### config.mk
export PLATFORM = sky130hd
export DESIGN_NAME = radix_digit_emitter
export DESIGN_NICKNAME = d
export VERILOG_FILES = /design/src/hw/rtl/rde_pkg.sv /design/src/hw/rtl/rde_ram.sv /design/src/hw/rtl/rde_divider.sv /design/src/hw/rtl/radix_digit_emitter.sv
export VERILOG_INCLUDE_DIRS = /design/src /design/src/hw/rtl
export SDC_FILE = /design/constraint.sdc
export NUM_CORES = 2
export LEC_CHECK = 0
export BUFFER_PORTS_ARGS = -buffer_cell sky130_fd_sc_hd__buf_2
export CAP_MARGIN = 30
export CORE_MARGIN = 8
export CORE_UTILIZATION = 47
export CTS_BUF_LIST = sky130_fd_sc_hd__clkbuf_8
export DETAILED_ROUTE_END_ITERATION = 16
export PLACE_DENSITY_LB_ADDON = 0.15
export SLEW_MARGIN = 20
export SYNTH_ARGS = -nofsm -noshare
export SYNTH_HDL_FRONTEND = slang
export SYNTH_SLANG_ARGS = --single-unit
### constraint.sdc
create_clock -name clock -period 6.6 [get_ports clock]
set_input_delay 1.32 -clock clock [delete_from_list [all_inputs] [get_ports clock]]
set_output_delay 1.32 -clock clock [all_outputs]
set_load 0.005 [all_outputs]
### src/hw/rtl/radix_digit_emitter_defines.svh
// Assertion macros shared by the radix digit emitter RTL.
// Included by files that carry concurrent assertions; no dependencies.
`ifndef RADIX_DIGIT_EMITTER_DEFINES_SVH
`define RADIX_DIGIT_EMITTER_DEFINES_SVH

// Same-cycle implication.
`define RDE_ASSERT_IMPLY(label, clk, rst, ante, cons) \
   label: assert property (@(posedge clk) disable iff (rst) (ante) |-> (cons)) \
      else $error("rde assertion failed");

// Next-cycle implication.
`define RDE_ASSERT_NEXT(label, clk, rst, ante, cons) \
   label: assert property (@(posedge clk) disable iff (rst) (ante) |=> (cons)) \
      else $error("rde assertion failed");

`endif

### src/hw/rtl/rde_pkg.sv
// Shared types, command codes and constants of the radix digit emitter.
// No dependencies.
package rde_pkg;

   localparam int NUM_W  = 32;
   localparam int CHAR_W = 8;
   localparam int CMD_W  = 2;

   localparam logic [CMD_W-1:0] CMD_CLEAR   = 2'd0;
   localparam logic [CMD_W-1:0] CMD_APPEND  = 2'd1;
   localparam logic [CMD_W-1:0] CMD_CONVERT = 2'd2;

   localparam logic STATUS_OK      = 1'b0;
   localparam logic STATUS_INVALID = 1'b1;

   localparam logic [CHAR_W-1:0] SYM_MIN   = 8'd32;
   localparam logic [CHAR_W-1:0] SYM_MAX   = 8'd126;
   localparam logic [CHAR_W-1:0] SYM_PLUS  = 8'h2B;
   localparam logic [CHAR_W-1:0] SYM_MINUS = 8'h2D;

   typedef struct packed {
      logic [CMD_W-1:0]  cmd;
      logic [CHAR_W-1:0] symbol;
      logic [NUM_W-1:0]  number;
   } req_payload_type;

   typedef struct packed {
      logic [CHAR_W-1:0] out_char;
      logic              status;
      logic              last;
   } rsp_payload_type;

   function automatic logic symbol_allowed(input logic [CHAR_W-1:0] sym);
      symbol_allowed = (sym >= SYM_MIN) && (sym <= SYM_MAX) &&
                       (sym != SYM_PLUS) && (sym != SYM_MINUS);
   endfunction

endpackage

### src/hw/rtl/rde_ram.sv
// Generic single-write, single-read RAM with registered read data.
// No dependencies.
module rde_ram #(
   parameter int WIDTH = 8,
   parameter int DEPTH = 128
) (
   input  logic                     clock,
   input  logic                     wr_en,
   input  logic [$clog2(DEPTH)-1:0] wr_addr,
   input  logic [WIDTH-1:0]         wr_data,
   input  logic                     rd_en,
   input  logic [$clog2(DEPTH)-1:0] rd_addr,
   output logic [WIDTH-1:0]         rd_data
);

   logic [WIDTH-1:0] mem_ff [DEPTH];
   logic [WIDTH-1:0] rd_data_ff;

   always_ff @(posedge clock) begin
      if (wr_en) begin
         mem_ff[wr_addr] <= wr_data;
      end
      if (rd_en) begin
         rd_data_ff <= mem_ff[rd_addr];
      end
   end

   assign rd_data = rd_data_ff;

endmodule

### src/hw/rtl/rde_divider.sv
// Restoring divider, one quotient bit per cycle, 32-bit dividend.
// Depends on rde_pkg.
module rde_divider
   import rde_pkg::*;
#(
   parameter int DIVISOR_W = 9
) (
   input  logic                 clock,
   input  logic                 reset,
   input  logic                 start,
   input  logic [NUM_W-1:0]     dividend,
   input  logic [DIVISOR_W-1:0] divisor,
   output logic                 done,
   output logic [NUM_W-1:0]     quotient,
   output logic [DIVISOR_W-1:0] remainder
);

   localparam int CNT_W = $clog2(NUM_W + 1);

   logic [NUM_W-1:0]     quo_ff;
   logic [DIVISOR_W-1:0] rem_ff;
   logic [CNT_W-1:0]     cnt_ff;
   logic                 done_ff;
   logic [DIVISOR_W:0]   trial;
   logic [DIVISOR_W:0]   diff;
   logic                 fits;
   logic [DIVISOR_W-1:0] rem_in;

   always_comb begin
      trial  = {rem_ff, quo_ff[NUM_W-1]};
      fits   = trial >= {1'b0, divisor};
      diff   = trial - {1'b0, divisor};
      rem_in = fits ? diff[DIVISOR_W-1:0] : trial[DIVISOR_W-1:0];
   end

   always_ff @(posedge clock) begin
      if (reset) begin
         cnt_ff  <= '0;
         done_ff <= 1'b0;
      end else if (start) begin
         cnt_ff  <= CNT_W'(NUM_W);
         done_ff <= 1'b0;
      end else if (cnt_ff != '0) begin
         cnt_ff  <= cnt_ff - CNT_W'(1);
         done_ff <= (cnt_ff == CNT_W'(1));
      end else begin
         done_ff <= 1'b0;
      end
   end

   always_ff @(posedge clock) begin
      if (start) begin
         quo_ff <= dividend;
         rem_ff <= '0;
      end else if (cnt_ff != '0) begin
         quo_ff <= {quo_ff[NUM_W-2:0], fits};
         rem_ff <= rem_in;
      end
   end

   assign done      = done_ff;
   assign quotient  = quo_ff;
   assign remainder = rem_ff;

endmodule

### src/hw/rtl/radix_digit_emitter.sv
// Radix digit emitter top level: alphabet loading and number-to-digits conversion.
// Depends on rde_pkg, rde_ram, rde_divider and radix_digit_emitter_defines.svh.
//
// A clear transaction zeroes the seen-character map with a pass over every
// entry, one entry per cycle; the same pass runs after reset, so req_ready
// first rises once that pass ends. When the alphabet is not full, an append
// reads the seen map as the transaction is accepted and updates it in the
// next cycle. A convert transaction with a usable alphabet runs the single
// bit-serial divider once per digit, then passes each character through the
// ST_POP, ST_STK and ST_EMIT states to read the digit stack and the alphabet
// RAM. The block takes no new transaction while a clear pass, an append or a
// conversion is running. Each digit comes out as one response, most
// significant first, with last set on the final one; an unusable alphabet
// gives one response with status set and no character.
`include "radix_digit_emitter_defines.svh"

module radix_digit_emitter
   import rde_pkg::*;
#(
   parameter int MAX_SYMBOLS = 128,
   parameter int MAX_DIGITS  = 32
) (
   input  logic            clock,
   input  logic            reset,
   input  logic            req_valid,
   output logic            req_ready,
   input  req_payload_type req_data,
   output logic            rsp_valid,
   input  logic            rsp_ready,
   output rsp_payload_type rsp_data
);

   localparam int LEN_W      = $clog2(MAX_SYMBOLS + 1);
   localparam int AL_W       = $clog2(MAX_SYMBOLS);
   localparam int SA_W       = $clog2(MAX_DIGITS);
   localparam int DEPTH_W    = $clog2(MAX_DIGITS + 1);
   localparam int SEEN_DEPTH = 2**CHAR_W;

   typedef enum logic [7:0] {
      ST_IDLE  = 8'b00000001,
      ST_DIV   = 8'b00000010,
      ST_POP   = 8'b00000100,
      ST_STK   = 8'b00001000,
      ST_EMIT  = 8'b00010000,
      ST_INVAL = 8'b00100000,
      ST_WIPE  = 8'b01000000,
      ST_MARK  = 8'b10000000
   } state_type;

   state_type       state_ff, state_in;
   logic [LEN_W-1:0]   length_ff, length_in;
   logic               bad_ff, bad_in;
   logic [CHAR_W-1:0]  wipe_ff, wipe_in;
   logic [CHAR_W-1:0]  sym_ff, sym_in;
   logic [DEPTH_W-1:0] depth_ff, depth_in;
   logic               rsp_valid_ff, rsp_valid_in;
   rsp_payload_type    rsp_data_ff, rsp_data_in;

   logic               req_fire;
   logic               rsp_free;
   logic               alpha_full;
   logic               alpha_usable;
   logic               append_bad;
   logic               more_digits;
   logic [DEPTH_W-1:0] depth_dec;
   logic               conv_go;
   logic               rsp_inval;

   logic               div_start;
   logic [NUM_W-1:0]   div_dividend;
   logic               div_done;
   logic [NUM_W-1:0]   div_quotient;
   logic [LEN_W-1:0]   div_remainder;

   logic               alpha_wr_en;
   logic [AL_W-1:0]    alpha_rd_addr;
   logic [CHAR_W-1:0]  alpha_rd_data;
   logic               stk_wr_en;
   logic [AL_W-1:0]    stk_rd_data;
   logic               digit_ok;

   logic               seen_wr_en;
   logic [CHAR_W-1:0]  seen_wr_addr;
   logic               seen_wr_data;
   logic               seen_rd_data;

   assign req_ready    = (state_ff == ST_IDLE);
   assign req_fire     = req_valid && req_ready;
   assign rsp_free     = !rsp_valid_ff || rsp_ready;
   assign alpha_full   = (length_ff == LEN_W'(MAX_SYMBOLS));
   assign alpha_usable = !bad_ff && (length_ff >= LEN_W'(2));
   assign append_bad   = !symbol_allowed(req_data.symbol);
   assign more_digits  = (div_quotient != '0) && (depth_ff < DEPTH_W'(MAX_DIGITS - 1));
   assign depth_dec    = depth_ff - DEPTH_W'(1);
   assign conv_go      = req_fire && req_data.cmd == CMD_CONVERT && alpha_usable;
   assign rsp_inval    = rsp_valid_ff && (rsp_data_ff.status == STATUS_INVALID);

   assign div_start    = conv_go || (state_ff == ST_DIV && div_done && more_digits);
   assign div_dividend = (state_ff == ST_IDLE) ? req_data.number : div_quotient;

   assign alpha_wr_en   = req_fire && req_data.cmd == CMD_APPEND && !alpha_full;
   assign stk_wr_en     = (state_ff == ST_DIV) && div_done;
   assign digit_ok      = LEN_W'(stk_rd_data) < length_ff;
   assign alpha_rd_addr = digit_ok ? stk_rd_data : '0;

   assign seen_wr_en   = (state_ff == ST_WIPE) || (state_ff == ST_MARK);
   assign seen_wr_addr = (state_ff == ST_MARK) ? sym_ff : wipe_ff;
   assign seen_wr_data = (state_ff == ST_MARK);

   rde_divider #(
      .DIVISOR_W (LEN_W)
   ) u_divider (
      .clock     (clock),
      .reset     (reset),
      .start     (div_start),
      .dividend  (div_dividend),
      .divisor   (length_ff),
      .done      (div_done),
      .quotient  (div_quotient),
      .remainder (div_remainder)
   );

   rde_ram #(
      .WIDTH (CHAR_W),
      .DEPTH (MAX_SYMBOLS)
   ) u_alphabet_ram (
      .clock   (clock),
      .wr_en   (alpha_wr_en),
      .wr_addr (length_ff[AL_W-1:0]),
      .wr_data (req_data.symbol),
      .rd_en   (state_ff == ST_STK),
      .rd_addr (alpha_rd_addr),
      .rd_data (alpha_rd_data)
   );

   rde_ram #(
      .WIDTH (1),
      .DEPTH (SEEN_DEPTH)
   ) u_seen_ram (
      .clock   (clock),
      .wr_en   (seen_wr_en),
      .wr_addr (seen_wr_addr),
      .wr_data (seen_wr_data),
      .rd_en   (alpha_wr_en),
      .rd_addr (req_data.symbol),
      .rd_data (seen_rd_data)
   );

   rde_ram #(
      .WIDTH (AL_W),
      .DEPTH (MAX_DIGITS)
   ) u_digit_stack (
      .clock   (clock),
      .wr_en   (stk_wr_en),
      .wr_addr (depth_ff[SA_W-1:0]),
      .wr_data (div_remainder[AL_W-1:0]),
      .rd_en   (state_ff == ST_POP),
      .rd_addr (depth_dec[SA_W-1:0]),
      .rd_data (stk_rd_data)
   );

   always_comb begin
      state_in     = state_ff;
      length_in    = length_ff;
      bad_in       = bad_ff;
      wipe_in      = wipe_ff;
      sym_in       = sym_ff;
      depth_in     = depth_ff;
      rsp_valid_in = rsp_valid_ff && !rsp_ready;
      rsp_data_in  = rsp_data_ff;
      unique case (state_ff)
         ST_IDLE: begin
            if (req_fire) begin
               unique case (req_data.cmd)
                  CMD_CLEAR: begin
                     length_in = '0;
                     bad_in    = 1'b0;
                     wipe_in   = '0;
                     state_in  = ST_WIPE;
                  end
                  CMD_APPEND: begin
                     if (alpha_full) begin
                        bad_in = 1'b1;
                     end else begin
                        if (append_bad) begin
                           bad_in = 1'b1;
                        end
                        sym_in    = req_data.symbol;
                        length_in = length_ff + LEN_W'(1);
                        state_in  = ST_MARK;
                     end
                  end
                  CMD_CONVERT: begin
                     depth_in = '0;
                     state_in = alpha_usable ? ST_DIV : ST_INVAL;
                  end
                  default: begin
                  end
               endcase
            end
         end
         ST_WIPE: begin
            wipe_in = wipe_ff + CHAR_W'(1);
            if (wipe_ff == '1) begin
               state_in = ST_IDLE;
            end
         end
         ST_MARK: begin
            if (seen_rd_data) begin
               bad_in = 1'b1;
            end
            state_in = ST_IDLE;
         end
         ST_DIV: begin
            if (div_done) begin
               depth_in = depth_ff + DEPTH_W'(1);
               if (!more_digits) begin
                  state_in = ST_POP;
               end
            end
         end
         ST_POP: begin
            depth_in = depth_dec;
            state_in = ST_STK;
         end
         ST_STK: begin
            state_in = ST_EMIT;
         end
         ST_EMIT: begin
            if (rsp_free) begin
               rsp_valid_in         = 1'b1;
               rsp_data_in.out_char = alpha_rd_data;
               rsp_data_in.status   = STATUS_OK;
               rsp_data_in.last     = (depth_ff == '0);
               state_in             = (depth_ff == '0) ? ST_IDLE : ST_POP;
            end
         end
         ST_INVAL: begin
            if (rsp_free) begin
               rsp_valid_in         = 1'b1;
               rsp_data_in.out_char = '0;
               rsp_data_in.status   = STATUS_INVALID;
               rsp_data_in.last     = 1'b1;
               state_in             = ST_IDLE;
            end
         end
         default: begin
            state_in = ST_IDLE;
         end
      endcase
   end

   always_ff @(posedge clock) begin
      if (reset) begin
         state_ff     <= ST_WIPE;
         length_ff    <= '0;
         bad_ff       <= 1'b0;
         wipe_ff      <= '0;
         sym_ff       <= '0;
         depth_ff     <= '0;
         rsp_valid_ff <= 1'b0;
      end else begin
         state_ff     <= state_in;
         length_ff    <= length_in;
         bad_ff       <= bad_in;
         wipe_ff      <= wipe_in;
         sym_ff       <= sym_in;
         depth_ff     <= depth_in;
         rsp_valid_ff <= rsp_valid_in;
      end
   end

   always_ff @(posedge clock) begin
      rsp_data_ff <= rsp_data_in;
   end

   assign rsp_valid = rsp_valid_ff;
   assign rsp_data  = rsp_data_ff;

   `RDE_ASSERT_IMPLY(a_done_only_in_div, clock, reset, div_done, state_ff == ST_DIV)
   `RDE_ASSERT_IMPLY(a_length_bound, clock, reset, 1'b1, length_ff <= LEN_W'(MAX_SYMBOLS))
   `RDE_ASSERT_IMPLY(a_invalid_rsp_empty, clock, reset, rsp_inval, rsp_data_ff.out_char == '0)
   `RDE_ASSERT_IMPLY(a_invalid_rsp_last, clock, reset, rsp_inval, rsp_data_ff.last == 1'b1)
   `RDE_ASSERT_NEXT(a_convert_starts_div, clock, reset, conv_go, state_ff == ST_DIV)

endmodule
Yosys cells after proc, flatten, opt, wreduce, memory -nomap -nowiden
Memories as Yosys holds them, arrays and structs flattened. A register that Yosys moved wholly into a read port is not among the register bits.
Index checks and enable logic that the tools add are counted.
- input port bits: 46
- bits in registers: 97
- memories: 3
- RAM bits: 1504
- logic and storage cells: 148
- memories (name ; depth ; width ; read ports ; clocked after Yosys merged registers in ; wr ports ; line ; text):
    u_alphabet_ram.mem_ff ; 128 ; 8 ; 1 ; 1 ; 1 ; rde_ram.sv:16 ; logic [WIDTH-1:0] mem_ff [DEPTH];
    u_seen_ram.mem_ff ; 256 ; 1 ; 1 ; 1 ; 1 ; rde_ram.sv:16 ;
    u_digit_stack.mem_ff ; 32 ; 7 ; 1 ; 1 ; 1 ; rde_ram.sv:16 ;
- bitwise operators: 2
- add/sub/neg operators: 6
- magnitude comparators: 6
- eq/ne operators: 30
- muxes and demuxes: 45
- reduce and logical (&&, ||, !) cells: 41
- operators with widths (kind ; count):
    32-bit two-way mux ; 3
    8-bit two-way mux ; 12
    8-bit one-hot mux with 7 select lines ; 1
    6-bit two-way mux ; 6
    8-bit one-hot mux with 2 select lines ; 2
    32-bit nonzero test ; 1
    8-bit equality test, second input constant ; 3
    8-bit one-hot mux with 3 select lines ; 1
    10-bit two-way mux ; 2
    10-bit one-hot mux with 2 select lines ; 1
    6-bit one-hot mux with 3 select lines ; 1
    8-bit by 1-bit adder with 8-bit output, second input constant ; 2
    8-bit by 6-bit inequality test with 1-bit output, second input constant ; 2
    1-bit logical AND ; 13
    1-bit two-way mux ; 12
    2-bit inequality test, second input constant ; 6
    4-bit AND reduction ; 3
    6-bit by 1-bit subtractor with 6-bit output, second input constant ; 2
    2-bit by 1-bit inequality test with 1-bit output, second input constant ; 5
    2-bit nonzero test ; 5
    9-bit by 8-bit >= comparator with 1-bit output ; 1
    8-bit by 1-bit equality test with 1-bit output, second input constant ; 1
    8-bit by 2-bit equality test with 1-bit output, second input constant ; 1
    8-bit by 3-bit equality test with 1-bit output, second input constant ; 1
    other kinds (34) ; 43

Depth between registers and ports, before layout
- word-level depth: 9
- gate-level depth with buffers: 14
- depth with buffers taken out: 11

Modules after synthesis
From an unflattened synthesis, not the netlist that was laid out.
- cell total of the unflattened synthesis: 3463
- area total of the unflattened synthesis: 65641.7 um^2
- modules (own cells, without submodules) (module ; instances ; cells an instance ; area each (um^2)):
    rde_ram (u_alphabet_ram) ; 1 ; 1635 ; 39745.6
    rde_ram (u_seen_ram) ; 1 ; 788 ; 11138.2
    rde_ram (u_digit_stack) ; 1 ; 370 ; 8903.5
    radix_digit_emitter ; 1 ; 465 ; 3407.0
    rde_divider ; 1 ; 205 ; 2447.3

Least setup slack after synthesis
No wires, ideal clock.
- path kind: register to register
- from: register state_ff[5]
- to: memory u_seen_ram.mem_ff[48], enable pin
- setup time: 304 ps
- path slack: 782 ps
- path buffers: 1
- stages on the path, launching flop included: 8
- data required time: 6296 ps
- data arrival time: 5514 ps
- cells stage by stage: dfxtp_1 nor4_1 nand4b_1 clkinv_1 o31ai_1 nand2_1 clkbuf_1 nor2_1
- longest elaborated chain between the ends: 4
- elaborated cells on any way between the ends: 6
- classes of those cells: 2 x eq/ne; 3 x mux; 1 x reduce/logical
- ends and longest elaborated chain (what ; line ; text):
    start: declaration ; radix_digit_emitter.sv:50 ; state_type state_ff, state_in;
    start signal: assignment ; radix_digit_emitter.sv:263 ; state_ff <= state_in;
    8-bit equality test * ; - ;
    net seen_wr_data ; radix_digit_emitter.sv:84 ; logic seen_wr_data;
    1-bit logical OR ; radix_digit_emitter.sv:106 ; assign seen_wr_en = (state_ff == ST_WIPE) || (state_ff == ST_MARK);
    1-bit two-way mux ; rde_ram.sv:20 ; if (wr_en) begin
    1-bit two-way mux (not written as such) ; rde_ram.sv:21 ; mem_ff[wr_addr] <= wr_data;
    end: declaration ; rde_ram.sv:16 ;
The timed path passes the listed nets; every way through them passes the cells marked *.

Final worst setup path
- from: register length_ff[5]
- to: register u_alphabet_ram.rd_data_ff[0] (netlist: u_alphabet_ram.rd_data[0]), read port of u_alphabet_ram.mem_ff (data pin)
- longest elaborated chain between the ends: 2
- ends and longest elaborated chain (what ; line ; text):
    start: declaration ; radix_digit_emitter.sv:51 ; logic [LEN_W-1:0] length_ff, length_in;
    start signal: assignment ; radix_digit_emitter.sv:264 ; length_ff <= length_in;
    7-bit by 8-bit < comparator with 1-bit output ; radix_digit_emitter.sv:103 ; assign digit_ok = LEN_W'(stk_rd_data) < length_ff;
    7-bit two-way mux ; radix_digit_emitter.sv:104 ; assign alpha_rd_addr = digit_ok ? stk_rd_data : '0;
    end: declaration ; rde_ram.sv:17 ; logic [WIDTH-1:0] rd_data_ff;
No other way between the ends.
A chain may end at the register's enable or synchronous reset.

==> impl_metrics.toml <==
[power]
vdd_drop_max_uv = 192
power_per_cell_area_nw_per_um2 = 286
p_leak_nw = 23.8

[clock_network]
htree_levels = 5
clock_path_buffers = 4
cts-buffers-inserted = 286
clkTransAtPathRegs_ns = 0.06
cts_tree = "built"
cts_resized = 0
cts_num_sinks = 1617
post_cts_buffers = 0
root_buffer = "clkbuf_8"
clk_latency_ns = 1.01
ctsHoldBuffers = 0

[sta]
hold_viol_final = 0
worst_slack_ns = 1.37
final.setup.tns_ns = 0
slew-limit-headroom = 0.330
fin_crit_sh = 0.793
drv_slew = 0
fmax_ghz = 0.191
tightest_slew_ns = 1.00
rsz0062_at_grt = "no"
min_period_ns = 5.23
setup_viol = 0
fin_skew_ns = 0.0738

[worst_hold_path]
hold_class = "reg -> reg"

[logic_synthesis]
synth.avg_cell_area_um2 = 15.8
yosysWarnings = 0
synthArstFlopShare = 0
synth_cells = 4204
ys_seq_area_frac = 0.722
ys_ff_latch = 1617
netlist_area_um2 = 66500
syn_nets = 4280
synth_edf_count = 1562
synth_cell_types = 81
synth-main-ff-cell = "edfxtp_1"

[setup_path]
reg2reg_from = "length_ff[5]"
cp-start-kind = "register"
crit_arrival_ns = 5.92
critPathRequiredTime_ns = 7.28
path_buf_inv = 1
path_cells = "inv_1 > ha_1 > nand4b_1 > a211o_1 > nand3_1 > nor2_1 > o31a_1 > a2111oi_0 > o2111ai_1 > a222oi_1"
startpoint = "length_ff[5]"
cp_max_fo = 14
cp_slowest_stage_delay_ns = 0.99
crit_cells = 10
rr_endpoint = "u_alphabet_ram.rd_data[0]"
path_class = "reg -> reg"
cp_slowest_cell = "nor2_1"
endpoint = "u_alphabet_ram.rd_data[0]"
r2r_cells = 10
crit_family = "simple AND/OR/NAND/NOR gates"
reg2reg_slack_ns = 1.37
end_kind = "register"

[grt]
gr-total-overflow = 0
grt_pass1_vias = 38600
antenna_found_initial = 4
grt_pass1_wl_um = 265000
grt.total_usage = 0.234
grt_max_degree = 123

[placement]
place_ws_ns = 1.60
hpwl_um = 109000
port_buffers = 57
routabilityCongestion = 0.900
place_area_um2 = 69200

[final_layout]
mostFrequentLayoutCells = "edfxtp_1 (1562), nor2_1 (599), clkbuf_8 (298)"
final_common_cell = "edfxtp_1"
syn_to_final_growth_pct = 11.7
drive_above_1_share = 0.192
design_area_um2 = 74300
fin_util = 0.527
nNetsFinal = 4470
n_fill_cell = 11600

[floorplanning]
die-area_um2 = 154000
num_rows = 138
initial_core_util = 0.472
die_w_um = 392
ios = 58
die_h_um = 392
core_um2 = 141000

[route]
dr.pass1.iters = 6
ant_nets = 0
wl_um = 182000
drc = 0
vias_per_cell = 5.99
drt-wirelength-per-cell_um = 28.1
drt-initial-drc-count = 4164
route.vias.total = 38700

[flow_run]
drv_cap = 0

[outcome]
status = "complete, no violations"
==> cell families (layout without fill, tap and decap cells) <==
logic type,Yosys count,in the layout,synth area share
XOR/XNOR,21,21,0.00277
multiplexers,490,490,0.114
flip-flops,1617,1617,0.722
other,0,3,0
buffers and inverters,292,662,0.0176
adder cells (fa/ha/maj),30,30,0.00576
AO/OA/AOI/OAI,684,684,0.0678
AND/OR/NAND/NOR,1070,1070,0.0706
==> sequential cells by signal (all words and copies together), names as in the netlist <==
name,count
u_seen_ram.rd_data,1
state_ff,8
u_seen_ram.mem_ff,256
depth_ff,6
u_alphabet_ram.mem_ff,1024
length_ff,8
rsp_valid,1
wipe_ff,8
u_digit_stack.mem_ff,224
sym_ff,8
bad_ff,1
u_divider.done,1
u_divider.cnt_ff,6
rsp_data,10
u_alphabet_ram.rd_data,8
u_divider.remainder,8
u_divider.quotient,32
u_digit_stack.rd_data,7
==> metal layers <==
layer,GRT usage,wire length (um),vias to the layer above
met1,0.324,76400,19900
li1,-,-,16900
met4,0.0704,4930,0
met2,0.370,85900,1616
met3,0.0539,14400,297
met5,0,0,-
==> worst min-delay path by stage <==
| stage | from | endpoint | slack (ns) | depth (start not counted) |
|---|---|---|---|---|
| after detailed placement | u_divider.remainder[7] | u_divider.remainder[7] | 0.45 | 2 |
| after CTS | u_divider.remainder[7] | u_divider.remainder[7] | 0.46 | 2 |
| after global placement | u_divider.remainder[7] | u_divider.remainder[7] | 0.44 | 2 |
| after global routing | u_divider.remainder[7] | u_divider.remainder[7] | 0.49 | 2 |
| final | u_divider.remainder[7] | u_divider.remainder[7] | 0.45 | 2 |
| after floorplan | u_divider.remainder[7] | u_divider.remainder[7] | 0.43 | 2 |
==> Yosys cell counts (all sizes together) (65+ instances only) <==
cell type | n | area (um^2)
nand2 | 166 | 623
buf | 81 | 380
mux2i | 157 | 1570
nand3 | 66 | 335
o22ai | 75 | 469
mux2 | 134 | 1510
a21oi | 198 | 991
o21ai | 114 | 571
edfxtp | 1562 | 46900
mux4 | 199 | 4480
clkbuf | 175 | 657
a211oi | 65 | 493
nor2 | 602 | 2260
==> layout make-up <==
cell class	instances	area [um^2]	share of cell area
diodes	3	7.51	0.000101
clock buffers	297	4090	0.0550
clock inverters	171	817	0.0110
inverters	36	140	0.00189
multi-input cells	2295	17400	0.234
flip-flops and latches	1617	48000	0.646
well taps	1890	2360	0.0318
repair buffers	158	1460	0.0197
==> worst register-to-register path: stages, from the launching register on <==
cell and delay [ns]:
dfxtp_1 0.74, inv_1 0.28, ha_1 0.38, nand4b_1 0.21
a211o_1 0.56, nand3_1 0.71, nor2_1 1.00, o31a_1 0.30
a2111oi_0 0.08, o2111ai_1 0.54, a222oi_1 0.14
==> metrics by stage <==
step / hold WS, ns / std cells / power, mW
after CTS: 0.457 / 6454 / 21.5
after floorplan: 0.432 / 4204 / 12.7
after detailed placement: 0.449 / 5986 / 13.2
final: 0.454 / 6467 / 21.3
after global routing: 0.495 / 6465 / 22.0
after global placement: 0.443 / 5967 / 13.2
==> power by group <==
group | total, mW | leakage [nW] | internal [mW] | switching (mW)
Clock | 8.25 | 2.86 | 4.32 | 3.93
Sequential | 11.8 | 14.7 | 11.7 | 0.145
Combinational | 1.22 | 6.25 | 0.399 | 0.819
Total | 21.3 | 23.8 | 16.4 | 4.89
No activity file was read; power rests on OpenSTA's default activity.
